`config.mk`:
```
export PLATFORM = sky130hd
export DESIGN_NAME = rprt_ctrl
export DESIGN_NICKNAME = d
export VERILOG_FILES = /design/src/rtl/rprt_pkg.sv /design/src/rtl/rprt_ctrl.sv
export SDC_FILE = /design/constraint.sdc
export NUM_CORES = 1
export LEC_CHECK = 0
export BUFFER_PORTS_ARGS = -buffer_cell sky130_fd_sc_hd__buf_2
export CAP_MARGIN = 40
export CORE_AREA = 8 8 45 47
export DETAILED_ROUTE_END_ITERATION = 16
export DIE_AREA = 0 0 53 55
export RECOVER_POWER = 100
export SLEW_MARGIN = 10
export SYNTH_ARGS = -nofsm -noshare
export SYNTH_HDL_FRONTEND = slang
export SYNTH_SLANG_ARGS = --single-unit
```
`constraint.sdc`:
```
create_clock -name clk -period 3.08 [get_ports clk]
set_input_delay 0.154 -clock clk [delete_from_list [all_inputs] [get_ports clk]]
set_output_delay 0.154 -clock clk [all_outputs]
set_load 0.1 [all_outputs]
```
`src/rtl/rprt_pkg.sv`:
```
// Package: shared constants, types and codes of the received packet range tracker.
package rprt_pkg;

	localparam int MAX_RANGES = 64;
	localparam int IDX_W      = $clog2(MAX_RANGES);
	localparam int CNT_W      = $clog2(MAX_RANGES + 1);
	localparam int PN_W       = 62;

	typedef logic [PN_W-1:0]  pn_t;
	typedef logic [CNT_W-1:0] cnt_t;
	typedef logic [IDX_W-1:0] idx_t;

	// One stored range, both bounds inclusive
	typedef struct packed {
		pn_t low;
		pn_t high;
	} range_entry_t;

	// Result status codes
	localparam logic [1:0] ST_IGNORED = 2'd0;
	localparam logic [1:0] ST_PRESENT = 2'd1;
	localparam logic [1:0] ST_APPLIED = 2'd2;

	// Item actions
	localparam logic ACT_RECORD = 1'b0;
	localparam logic ACT_DELETE = 1'b1;

	typedef enum logic [3:0] {
		S_IDLE,
		S_CHECK,
		S_SCAN,
		S_DECIDE,
		S_COPY,
		S_WRITE,
		S_FINRD,
		S_FINCAP,
		S_OUT
	} state_t;

	// Controller to datapath
	typedef struct packed {
		logic load;
		logic check;
		logic scan;
		logic decide;
		logic copy;
		logic write_one;
		logic fin_rd;
		logic fin_cap;
	} cmd_t;

	// Datapath to controller
	typedef struct packed {
		logic below_floor;
		logic scan_done;
		logic dup;
		logic copy_done;
	} sts_t;

endpackage

```
`src/rtl/rprt_ctrl.sv`:
```
// Controller: state machine sequencing check, scan, shift, write and result.
module rprt_ctrl (
	input  logic           clk,
	input  logic           arst_n,
	input  logic           in_valid,
	output logic           in_ready,
	output logic           out_valid,
	input  logic           out_ready,
	output rprt_pkg::cmd_t cmd,
	input  rprt_pkg::sts_t sts
);

	rprt_pkg::state_t state_q;
	rprt_pkg::state_t state_d;

	always_ff @(posedge clk or negedge arst_n) begin
		if (!arst_n) begin
			state_q <= rprt_pkg::S_IDLE;
		end else begin
			state_q <= state_d;
		end
	end

	// Next state and commands
	always_comb begin
		state_d   = state_q;
		cmd       = '0;
		in_ready  = 1'b0;
		out_valid = 1'b0;
		unique case (state_q)
			rprt_pkg::S_IDLE: begin
				in_ready = 1'b1;
				if (in_valid) begin
					cmd.load = 1'b1;
					state_d  = rprt_pkg::S_CHECK;
				end
			end
			rprt_pkg::S_CHECK: begin
				cmd.check = 1'b1;
				state_d   = sts.below_floor ? rprt_pkg::S_OUT : rprt_pkg::S_SCAN;
			end
			rprt_pkg::S_SCAN: begin
				cmd.scan = 1'b1;
				if (sts.scan_done) begin
					state_d = rprt_pkg::S_DECIDE;
				end
			end
			rprt_pkg::S_DECIDE: begin
				cmd.decide = 1'b1;
				state_d    = sts.dup ? rprt_pkg::S_OUT : rprt_pkg::S_COPY;
			end
			rprt_pkg::S_COPY: begin
				cmd.copy = 1'b1;
				if (sts.copy_done) begin
					state_d = rprt_pkg::S_WRITE;
				end
			end
			rprt_pkg::S_WRITE: begin
				cmd.write_one = 1'b1;
				state_d       = rprt_pkg::S_FINRD;
			end
			rprt_pkg::S_FINRD: begin
				cmd.fin_rd = 1'b1;
				state_d    = rprt_pkg::S_FINCAP;
			end
			rprt_pkg::S_FINCAP: begin
				cmd.fin_cap = 1'b1;
				state_d     = rprt_pkg::S_OUT;
			end
			rprt_pkg::S_OUT: begin
				out_valid = 1'b1;
				if (out_ready) begin
					state_d = rprt_pkg::S_IDLE;
				end
			end
			default: begin
				state_d = rprt_pkg::S_IDLE;
			end
		endcase
	end

endmodule

```
### After elaboration in Yosys (flattened, before gate mapping)

Index checks and enable logic that the tools add are counted.

| cells by class | value |
|---|---|
| eq/ne operators | 12 |
| muxes and demuxes | 18 |
| reductions and logical operators | 2 |

Operators by type and width:

| cell | number |
|---|---|
| one-hot mux 4 bit (9 select lines) | 1 |
| 2-to-1 mux 4 bit | 6 |
| equality test 4 x 3 -> 1 bit (second input constant) | 4 |
| 2-to-1 mux 1 bit | 11 |
| equality test 4 x 2 -> 1 bit (second input constant) | 2 |
| inequality test 2 bit (second input constant) | 4 |
| equality test 4 x 1 -> 1 bit (second input constant) | 1 |
| equality test 4 bit (second input constant) | 1 |
| zero test 4 bit | 1 |
| AND reduction 4 bit | 1 |

| word-level totals | value |
|---|---|
| flip-flop bits (word level) | 4 |
| bits of input ports | 8 |
| output and inout bits | 10 |
| word-level logic and storage cells | 33 |

### Logic depth before layout (Yosys ltp)

Gate-level depths: netlist (run 1).

| depth | value |
|---|---|
| word-level depth | 3 |
| mapped depth | 4 |
| depth with buffers taken out | 3 |

### Least setup slack after synthesis (run 1)

Ideal clock, no wire load.

| path | value |
|---|---|
| path kind | register to output |
| from | reg state_q[0] |
| to | out out_valid |
| arrival | 3.671 ns |
| required time | 2.926 ns |
| path slack | -0.745 ns |
| cell stages (with the launch flop) | 3 |
| buffers on the path | 1 |
| cells stage by stage | dfrtp_1 -> buf_2 -> nor4b_1 |

| on the way | value |
|---|---|
| word-level cells in the longest chain between the ends | 2 |

RTL lines:

| element | line | source |
|---|---|---|
| start: declaration | rprt_ctrl.sv:13 | `rprt_pkg::state_t state_q;` |
| start signal: assignment | rprt_ctrl.sv:18 | `state_q <= rprt_pkg::S_IDLE;` |
| start signal: assignment | rprt_ctrl.sv:20 | `state_q <= state_d;` |
| equality test 4 bit | rprt_ctrl.sv:30 | `unique case (state_q)` |
| 2-to-1 mux 1 bit | rprt_ctrl.sv:30 |  |
| end: declaration | rprt_ctrl.sv:7 | `output logic out_valid,` |

Every way passes these cells.

==> flow_summary.toml, run 1 <==
[synth]
ys_types = 20
mappedNetlistArea_um2 = 322
most_area_hungry_cell_type_in_the_yosys_netlist = "dfrtp_1"
synth.yosys.warnings = 0
netlist.area_leader.share_pct = 31.1
yosys_register_bits = 4
postSynthAreaPerCell_um2 = 8.69
post_synth_main_area_contributors = "dfrtp_1 (31%), nor2_1 (8.2%), nor4_4 (6.6%)"
ys_seq_area_share_pct = 31.1
mappedNetlistNets = 45
cell_count_after_synthesis = 37

[floorplanning]
floorplan.core_area_um2 = 1380
num_rows = 14
die_h_um = 55
start_util_pct = 23.2
ioPinCount = 18
floorplan.die_area_um2 = 2920
die_w_um = 53

[route]
routed-via-count = 301
dr.pass1.iters = 3
drt-wirelength-per-cell_um = 11.6
vias_per_cell = 4.30
wire_length_reported_by_the_detailed_router_um = 815
antenna_left = 0
initialDrtViolationCount = 4
drcViolationCount = 0

[setup_path]
worst-endpoint-arrival_ps = 2080
startpoint = "state_q[2]$_DFFE_PN0P_"
critical_path.startpoint_type = "flop"
startpoint_of_the_most_critical_register_to_register_path = "state_q[2]$_DFFE_PN0P_"
setup.worst_path.end_class = "primary output"
worst-path-max-fanout = 13
worstPathCellList = "nand2b_1, nor3_1, clkbuf_1"
slowest_stage = "clkbuf_1"
criticalPathCategory = "reg2out"
critical_path_required_ps = 2930
critical_path.max_stage_delay_ps = 880

[timing]
number_of_setup_violations_in_the_final_report = 0
finalHoldViolations = 0
final_max_slew_viol_count = 0
worstMarginPinSlew_ps = 1170
hold_ws_ps = 242
max_clock_freq_ghz = 0.448
slew_margin_rel_pct = 22.0
final_min_period_over_clock_period_pct = 72.5
worst_clock_skew_ps = 1.38
fin_crit_ps = 2230
grt_setup_unrepaired = "no"
timing.setup.tns_ps = 0

[final_layout]
drive_gt1_share_pct = 22.2
antenna-diode-count = 0
reg_top3 = "state_q: 4 flops"
max_ffs_per_register = 4
fillers = 160
final-instance-count-excl-fill = 70
largest-register = "state_q"
areaGrowthSynthToFinish_pct = 30.4
stdcell_area_um2 = 419
nets = 64

[cts]
cts-resized-gates = 0
clockRootBuffer = "clkbuf_4"
clock_sinks = 4
htree_num_levels = 1
cts_hold_repair.buffers = 1
postCtsSetupBuffers = 0
cts.clk_slew.worst_paths_ps = 40
cts.path.max_buffers = 2
tritoncts_buffer_count = 3
cts_tree = "done"
clkLatencyLatePin_ps = 230

[global_route]
maximum_number_of_pins_on_one_net_before_global_route_repair = 14
number_of_global_route_vias_before_repair = 341
grt.total_usage_pct = 6.40
grt_antenna_before_repair = 0
first_pass_grt_wire_length_um = 1360
grt.overflow.total = 0

[placed_design]
gp_routability_congestion = 0.666
postPlaceCellArea_um2 = 407
placed_cells_incl_taps = 66
numPortBuffers = 17

[job]
timing.max_cap.violations = 0

[min_path]
hold_path_class = "in2reg"
hp-start = "sts[2]"

[outcome]
status = "finished, final reports clean"
## Yosys cell counts, drive strengths merged
library cell,number
buf,4
dfrtp,4
o31ai,1
nor3b,1
a2111oi,1
nor2,8
nand2,1
nor4b,1
nor4,1
and3b,1
mux2i,1
nor3,4
and2,1
o21a,1
a211oi,1
o21ai,1
nand2b,3
and2b,2
## cell type report
cell class                      instances  area, um^2  area share, %
Multi-Input combinational cell         29         195           46.6
Sequential cell                         4         100           23.9
Timing Repair Buffer                   18        81.3           19.4
Clock buffer                            3        22.5           5.37
Tap cell                               16        20.0           4.78
## per-layer routing
metal / share of wire, % / wire length, um / track usage, % / vias up
met5: 0 / 0 / 0 / -
met4: 0 / 0 / 6.47 / 0
met3: 10 / 82 / 3.21 / 0
met2: 48 / 388 / 8.98 / 10
met1: 42 / 344 / 6.72 / 130
li1: - / - / - / 161
## layout by cell type (no fill, tap or decap), types with 2 or more instances in the layout
cell type	count
clkbuf_1	11
nor2_1	7
buf_2	6
nor3_1	4
dfrtp_1	4
nand2b_1	3
clkbuf_4	3
and2b_1	2
## final timing paths
check                                    endpoint  slack (ps)  cells after the start
max in group asynchronous  state_q[0]$_DFFE_PN0P_        2620                      2
min reg2reg                state_q[0]$_DFFE_PN0P_         670                      1
max reg2reg                state_q[0]$_DFFE_PN0P_        1690                      3
min in group asynchronous  state_q[3]$_DFFE_PN0P_         280                      2
max                                        cmd[3]         850                      3
min                        state_q[0]$_DFFE_PN0P_         240                      3
## through the flow
stage	setup WS [ps]	utilization (%)
2_1_floorplan	167	-
3_3_place_gp	1490	29.4
3_5_place_dp	1520	29.4
4_1_cts	1260	31.7
5_1_grt	704	30.3
6_report	848	30.3
## cells by family (layout without fill, tap and decap cells)
logic type      Yosys count  count (layout)  share of synthesized area, %
simple gates             23              23                          44.4
compound gates            5               5                          13.2
flops                     4               4                          31.1
buf+inv                   4              21                          8.17
mux                       1               1                          3.11
## critical path: cells and delay by family, from the launching register on
| family | cells | cell delay, ps |
|---|---|---|
| buffers and inverters | 1 | 880 |
| flip-flops | 1 | 620 |
| AND/OR/NAND/NOR | 2 | 350 |
Power of run 1 is not shown: default switching activity piles up to over one toggle a cycle in this logic, so the estimate is an artifact.
==> run 2, diff against run 1 <==
==> constraint.sdc (replaced) <==
create_clock -name clk -period 2.3 [get_ports clk]
set_input_delay 0.115 -clock clk [delete_from_list [all_inputs] [get_ports clk]]
set_output_delay 0.115 -clock clk [all_outputs]
set_load 0.1 [all_outputs]
==> run 2 against run 1 <==
  * Wire length fell by 2.3%
  * Critical path depth unchanged
  * Hold slack got worse by 43 ps
  * Final area increased by 9.9%
  * Core utilization rose by 3.0 points
  * Clock skew increased by 3.2 ps
  * Sequential share of layout area fell by 2.1 points
==> flow_summary.toml, run 2 (same netlist as run 1, synthesis figures left out) <==
[timing]
max_clock_freq_ghz = 0.537
worstMarginPinSlew_ps = 545
final.setup.worst_slack_ps = 439
final_max_slew_viol_count = 0
slew_margin_rel_pct = 63.8
finalHoldViolations = 0
final_min_period_over_clock_period_pct = 80.9
worst_clock_skew_ps = 4.57
grt_setup_unrepaired = "no"
timing.setup.tns_ps = 0
number_of_setup_violations_in_the_final_report = 0
fin_crit_ps = 1860

[cts]
clkLatencyLatePin_ps = 230
cts.path.max_buffers = 2
clockRootBuffer = "clkbuf_4"
cts-resized-gates = 0
clock_sinks = 4
cts_tree = "done"
htree_num_levels = 1
tritoncts_buffer_count = 3
cts.clk_slew.worst_paths_ps = 40

[floorplanning]
num_rows = 14
start_util_pct = 23.2
floorplan.core_area_um2 = 1380
die_w_um = 53
floorplan.die_area_um2 = 2920
die_h_um = 55
ioPinCount = 18

[min_path]
hold_path_class = "in2reg"
min_delay_path_depth = 3
holdPathEnd = "state_q[0]$_DFFE_PN0P_"
hp-start = "sts[2]"

[global_route]
first_pass_grt_wire_length_um = 1440
grt_antenna_before_repair = 0
grt.total_usage_pct = 6.63
grt.overflow.total = 0
maximum_number_of_pins_on_one_net_before_global_route_repair = 14
number_of_global_route_vias_before_repair = 358

[final_layout]
nets = 64
reg_top3 = "state_q: 4 flops"
drive_gt1_share_pct = 51.9
mostFrequentLayoutCell = "clkbuf_2"
areaGrowthSynthToFinish_pct = 43.2
layout.cells.most_common_list = "clkbuf_2 (10), nor2_1 (7), buf_2 (6)"
max_ffs_per_register = 4
largest-register = "state_q"
antenna-diode-count = 0

[route]
drcViolationCount = 0
initialDrtViolationCount = 3
wire_length_reported_by_the_detailed_router_um = 796
dr.pass1.iters = 4
drt-wirelength-per-cell_um = 11.4
antenna_left = 0
routed-via-count = 322
vias_per_cell = 4.60

[placed_design]
dp_hpwl_um = 641
numPortBuffers = 17
place_worst_setup_slack_ps = 703
gp_routability_congestion = 0.695

[setup_path]
worst-endpoint-arrival_ps = 1750
regToRegEndpoint = "state_q[0]$_DFFE_PN0P_"
startpoint_of_the_most_critical_register_to_register_path = "state_q[2]$_DFFE_PN0P_"
r2r_setup_slack_ps = 930
worstPathCellList = "nor4_4, and2_4, clkbuf_2"
reg2regPathDepth = 3
worstPathBufferInverterCount = 1
criticalPathCategory = "reg2out"
critical_path.top_delay_family = "flip-flops"
slowest_stage = "dfrtp_1"
critical_path_required_ps = 2180
critical_path.startpoint_type = "flop"
worst-path-max-fanout = 13
startpoint = "state_q[2]$_DFFE_PN0P_"
critical_path.max_stage_delay_ps = 550
setup.worst_path.end_class = "primary output"

[outcome]
status = "finished, final reports clean"

[job]
timing.max_cap.violations = 0
## run 2: stage by stage
step                std cells  area, um^2  hold WS, ps  utilization [%]
finish                     70         460          198             33.3
global route               70         460          201             33.3
CTS                        70         462          191             33.4
detailed placement         66         429        -76.8             31.0
global placement           66         429        -78.4             31.0
floorplan                  37         350         -181                -
## run 2: layout make-up
cell class | instances | area, um^2
fillers | 139 | 923
multi-input cells | 29 | 224
flip-flops and latches | 4 | 100
repair buffers | 18 | 93.8
clock buffers | 3 | 22.5
well taps | 16 | 20.0
## run 2: what timing repair did
item | CTS | global route
hold endpoints to repair | 4 | 0
setup buffers | 0 | 0
hold buffers | 1 | 0
## run 2: worst reg2reg max path: cells and delay by family, from the launching register on
kind / cells / cell delay [ps]
AOI/OAI and AO/OA: 2 / 330
and+or+nand+nor: 1 / 240
DFF: 1 / 640
## run 2: worst max-delay path by stage
stage / endpoint / slack [ps] / depth (start not counted)
after floorplan: out_valid / -80 / 2
after global placement: cmd[7] / 720 / 3
after detailed placement: cmd[7] / 700 / 3
after CTS: cmd[7] / 440 / 3
after global routing: cmd[0] / 300 / 3
final: cmd[7] / 440 / 3
## run 2: per-layer routing
| metal | vias to the layer above | track usage, % | share of wire, % | routed length [um] |
|---|---|---|---|---|
| met5 | - | 0 | 0 | 0 |
| met4 | 0 | 5.17 | 0 | 0 |
| met3 | 0 | 2.14 | 3.3 | 26 |
| met2 | 8 | 10.4 | 51 | 409 |
| met1 | 148 | 7.35 | 45 | 361 |
| li1 | 166 | - | - | - |
Power of run 2 is left out for the same reason.
